--- src/rtl/core/sinc_function_unit_defines.svh ---
// Assertion macros shared by the sinc function unit RTL.
`ifndef SINC_FUNCTION_UNIT_DEFINES_SVH
`define SINC_FUNCTION_UNIT_DEFINES_SVH

// Same-cycle implication, checked on every rising clock edge outside reset.
`define SFU_ASSERT(lbl, ante, cons, msg) \
	lbl: assert property (@(posedge clk) disable iff (!arst_n) (ante) |-> (cons)) \
		else $error(msg);

// Next-cycle implication, checked on every rising clock edge outside reset.
`define SFU_ASSERT_NXT(lbl, ante, cons, msg) \
	lbl: assert property (@(posedge clk) disable iff (!arst_n) (ante) |=> (cons)) \
		else $error(msg);

`endif

--- src/rtl/core/sfu_pkg.sv ---
// Constants and types shared by the sinc function unit modules.
`timescale 1ns / 1ps
package sfu_pkg;
	localparam logic [55:0] TWO_PI_Q48  = 56'd1768559438007110;
	localparam logic [55:0] PI_Q48      = 56'd884279719003555;
	localparam logic [55:0] HALF_PI_Q48 = 56'd442139859501777;
	localparam logic [30:0] ONE_Q30     = 31'h4000_0000;

	localparam int SER_STEPS = 8;
	localparam logic [8:0] SER_DIV [SER_STEPS] = '{
		9'd272, 9'd210, 9'd156, 9'd110, 9'd72, 9'd42, 9'd20, 9'd6
	};
	localparam logic [29:0] SER_REC [SER_STEPS] = '{
		30'(64'h1_0000_0000 / 64'd272), 30'(64'h1_0000_0000 / 64'd210),
		30'(64'h1_0000_0000 / 64'd156), 30'(64'h1_0000_0000 / 64'd110),
		30'(64'h1_0000_0000 / 64'd72),  30'(64'h1_0000_0000 / 64'd42),
		30'(64'h1_0000_0000 / 64'd20),  30'(64'h1_0000_0000 / 64'd6)
	};

	localparam int DIV_BITS = 18;

	typedef struct packed {
		logic [23:0] a;
		logic        zero;
		logic        series_only;
		logic        neg;
		logic [30:0] t;
		logic [16:0] sv;
		logic        last;
	} sfu_pay_t;
endpackage

--- src/rtl/core/sfu_div.sv ---
// Pipelined restoring divider, one quotient bit per stage.
`timescale 1ns / 1ps
`include "sinc_function_unit_defines.svh"
module sfu_div (
	input  logic              clk,
	input  logic              arst_n,
	input  logic              ce,
	input  logic              in_vld,
	input  logic [33:0]       in_num,
	input  sfu_pkg::sfu_pay_t in_pay,
	output logic              out_vld,
	output logic [17:0]       out_quo,
	output sfu_pkg::sfu_pay_t out_pay
);
	import sfu_pkg::*;

	logic                vld_sd [DIV_BITS];
	logic [33:0]         rem_sd [DIV_BITS];
	logic [DIV_BITS-1:0] q_sd   [DIV_BITS];
	sfu_pay_t            pay_sd [DIV_BITS];

	for (genvar j = 0; j < DIV_BITS; j++) begin : g_bit
		localparam int K = DIV_BITS - 1 - j;
		logic                vin;
		logic [33:0]         rin;
		logic [DIV_BITS-1:0] qin;
		sfu_pay_t            pin;
		logic [41:0]         dsh;
		logic [41:0]         rext;
		logic                ge;

		if (j == 0) begin : g_first
			assign vin = in_vld;
			assign rin = in_num;
			assign qin = '0;
			assign pin = in_pay;
		end else begin : g_next
			assign vin = vld_sd[j-1];
			assign rin = rem_sd[j-1];
			assign qin = q_sd[j-1];
			assign pin = pay_sd[j-1];
		end

		assign dsh  = 42'(pin.a) << K;
		assign rext = 42'(rin);
		assign ge   = rext >= dsh;

		always_ff @(posedge clk or negedge arst_n) begin
			if (!arst_n) begin
				vld_sd[j] <= 1'b0;
			end else if (ce) begin
				vld_sd[j] <= vin;
			end
		end

		always_ff @(posedge clk) begin
			if (ce) begin
				rem_sd[j] <= ge ? 34'(rext - dsh) : rin;
				q_sd[j]   <= qin | (DIV_BITS'(ge) << K);
				pay_sd[j] <= pin;
			end
		end
	end

	assign out_vld = vld_sd[DIV_BITS-1];
	assign out_quo = q_sd[DIV_BITS-1];
	assign out_pay = pay_sd[DIV_BITS-1];

	`SFU_ASSERT(a_rem_below_div, out_vld && !out_pay.series_only,
		rem_sd[DIV_BITS-1] < 34'(out_pay.a), "divider remainder not below divisor")
endmodule

--- config.mk ---
export PLATFORM = sky130hd
export DESIGN_NAME = sfu_div
export DESIGN_NICKNAME = d
export VERILOG_FILES = /design/src/rtl/core/sfu_pkg.sv /design/src/rtl/core/sfu_div.sv
export VERILOG_INCLUDE_DIRS = /design/src /design/src/rtl/core
export SDC_FILE = /design/constraint.sdc
export NUM_CORES = 2
export LEC_CHECK = 0
export ABC_AREA = 1
export CORE_ASPECT_RATIO = 0.6
export CORE_MARGIN = 4
export CORE_UTILIZATION = 49
export DETAILED_ROUTE_END_ITERATION = 10
export DONT_BUFFER_PORTS = 1
export SLEW_MARGIN = 20
export SYNTH_ARGS = -nofsm -noshare
export SYNTH_HDL_FRONTEND = slang
export SYNTH_SLANG_ARGS = --single-unit
export TNS_END_PERCENT = 20
--- constraint.sdc ---
create_clock -name clk -period 3.81 [get_ports clk]
set_input_delay 0.1905 -clock clk [delete_from_list [all_inputs] [get_ports clk]]
set_output_delay 0.1905 -clock clk [all_outputs]
set_load 0.05 [all_outputs]
==> flow_summary.toml <==
[clock_tree]
root_buffer = "clkbuf_16"
clock_latency_ns = 0.87
clkTransAtPathRegs_ns = 0.06
cts_tree = "built"
clk_path_buf_depth = 4
clock-sinks = 2135
cts_resized = 0
htreeDepth = 4
cts_buffers = 201

[sta]
tns_ns = 0
finalHoldViolations = 0
setup_viol_count_final = 0
fin_crit_sh = 0.982
rsz0062_at_grt = "true"
fin_hold_ws_ns = 0.0537
worst_pin_slew_ns = 1.26
finClkSkew_ns = 0.0637
fmax_ghz = 0.267
layout_setup_ws_ns = 0.0688
min_period_ns = 3.74
final-max-slew-violation-count = 0
worst_slew_margin_rel = 0.159

[cells_and_area]
drive_above_1_share = 0.0430
area_delta_synth_final_pct = 12.1
design_area_um2 = 114000
fin_nets = 11000
fillers = 18000
fin_util = 0.552
fin_cells = 13300

[synth]
synth_area_um2 = 101000
synth_top_area_cell = "edfxtp_1"
syn_area_per_cell_um2 = 10.1
netlist.area_leader.share = 0.627
yosysWarnings = 0
ys_top_cells_by_area = "edfxtp_1 63%, nand2_1 12%, inv_1 6.5%, ha_1 5.0%, nor2_1 2.4%"
synthesis.nets = 10600
synth_edf_count = 2117
yosys_most_used_dff = "edfxtp_1"
synth-seq-cells = 2135
synthCells = 10000
yosysSeqAreaShare = 0.631
synth_cell_type_count = 50
synthArstFlopShare = 0.00843

[critical_path]
reg2reg_setup_slack_ns = 0.61
worstPathMaxFanout = 206
critPathArrivalTime_ns = 4.16
start_kind = "primary input"
crit_path_end_kind = "flip-flop"
critPathKind = "primary input to flip-flop"
worst_ep_required_time_ns = 4.23

[detailed_routing]
firstDrtPassIters = 6
viasPerCell = 5.19
avgRoutedWirePerCell_um = 20.0
postRouteWirelength_um = 267000
drtAntennaViolNets = 0
drc = 0
drt_iter0_markers = 8054
vias = 69100

[floorplanning]
ios = 209
start_util = 0.492
dieArea_um2 = 215000
core-area_um2 = 206000
num_rows = 129
die_x_um = 595
dieHeight_um = 360

[global_route]
grt_pass1_vias = 63400
antenna_found_initial = 10
grt_pass1_wl_um = 398000
grt_max_degree = 237
grtUsageTotal = 0.245
grt.overflow.total = 0

[placement]
port_buffers = 0
placed_area_um2 = 105000
gp_congestion = 0.926
place_ws_ns = -1.16
dp_cells = 12800
dp_hpwl_um = 202000

[power_and_ir_drop]
power_leakage_nw = 50.4
total_power_mw = 70.8
vdd_drop_max_uv = 369
power_density_nw_per_um2 = 623

[worst_hold_path]
hold_path_class = "primary input to flip-flop"

[job]
cap_viol_max_count = 0

[run_status]
outcome = "complete, no violations"
-- synthesized netlist by cell type (42+ instances only) --
master / instances
ha_1: 404
edfxtp_1: 2117
and2_1: 42
xor2_1: 176
o21ai_0: 107
nand2_1: 3370
nor2_1: 650
nor3_1: 52
nand3_1: 457
nand3b_1: 64
nand4_1: 224
a21oi_1: 291
inv_1: 1746
-- metal layers --
metal	part of all wire	up-vias	GRT usage
met4	0.015	2	0.0381
li1	-	33600	-
met5	0.000056	-	0
met3	0.094	260	0.0514
met1	0.55	32700	0.443
met2	0.35	2545	0.292
-- report_power, final --
group	internal, mW	total [mW]	switching (mW)	leakage, nW
clock network	11.0	19.6	8.59	3.05
registers	29.3	31.6	2.28	20.9
logic	6.16	19.7	13.5	26.5
total	46.4	70.8	24.4	50.4
-- final cells by class --
| class | count | area (µm²) | share of cell area |
|---|---|---|---|
| antenna | 7 | 17.5 | 0.000154 |
| clock buffer | 242 | 5180 | 0.0456 |
| clock inverter | 112 | 1140 | 0.0101 |
| inverter | 1758 | 6600 | 0.0581 |
| multi-input combinational | 6046 | 30200 | 0.266 |
| sequential | 2135 | 64000 | 0.563 |
| tap | 2751 | 3440 | 0.0303 |
| timing repair buffer | 277 | 3010 | 0.0265 |
-- state kept, by name (all words and copies together), names as in the netlist --
register and flops:
rem_sd 578, pay_sd 1368, g_bit.vin 17, q_sd 171, out_vld 1
-- worst paths after layout --
check | startpoint | end | depth (start not counted)
min reg2reg | pay_sd[4][24]$_DFFE_PP_ | pay_sd[5][24]$_DFFE_PP_ | 0
min in group asynchronous | arst_n | g_bit[15].vin$_DFFE_PN0P_ | 2
max in group asynchronous | arst_n | g_bit[13].vin$_DFFE_PN0P_ | 2
max reg2reg | pay_sd[1][52]$_DFFE_PP_ | rem_sd[2][19]$_DFFE_PP_ | 10
max | ce | rem_sd[5][23]$_DFFE_PP_ | 7
min | in_pay[65] | pay_sd[0][65]$_DFFE_PP_ | 1
-- kinds of logic after synthesis --
group | share of synthesized area
compound gates | 0.0248
xor+xnor | 0.0173
fa+ha+maj | 0.0532
buf+inv | 0.0705
flops | 0.631
mux | 0.000222
simple gates | 0.203
-- worst max-delay path: stages --
cell and delay (ns):
dlygate4sd3_1 0.59, buf_12 0.13, buf_16 0.14, buf_16 0.42
buf_16 0.50, buf_16 0.51, buf_16 0.56
-- layout by cell type (no fill, tap or decap), types with 11 or more instances in the layout --
cell type / netlist / final
nor4_1: 12 / 12
bufinv_16: 0 / 18
xor2_1: 176 / 176
fa_1: 17 / 17
nor2_1: 650 / 650
nand3b_1: 64 / 64
dfrtp_1: 18 / 18
a21oi_1: 291 / 291
nand4_1: 224 / 224
dlygate4sd3_1: 0 / 199
o21ai_1: 17 / 17
o21bai_1: 30 / 30
o21ai_0: 107 / 107
clkbuf_1: 20 / 41
nand2_1: 3370 / 3370
clkbuf_16: 0 / 203
inv_1: 1746 / 1746
xnor2_1: 24 / 24
nand3_1: 457 / 457
inv_6: 0 / 11
edfxtp_1: 2117 / 2117
nand3_2: 15 / 15
ha_1: 404 / 404
nor3_1: 52 / 52
buf_16: 0 / 16
and2_1: 42 / 42
inv_2: 12 / 12
buf_4: 19 / 55
nand2_2: 20 / 20
clkinv_2: 0 / 27
nor2_2: 12 / 12
clkinvlp_4: 0 / 15
clkinv_1: 0 / 30
-- timing repair --
action,4_1_cts,5_1_grt
endpoints found under the setup margin,139,141
setup buffers,0,0
hold buffers,203,0
endpoints found under the hold margin,283,0
gates cloned,1,2
Power figures use the tool's default switching activity.
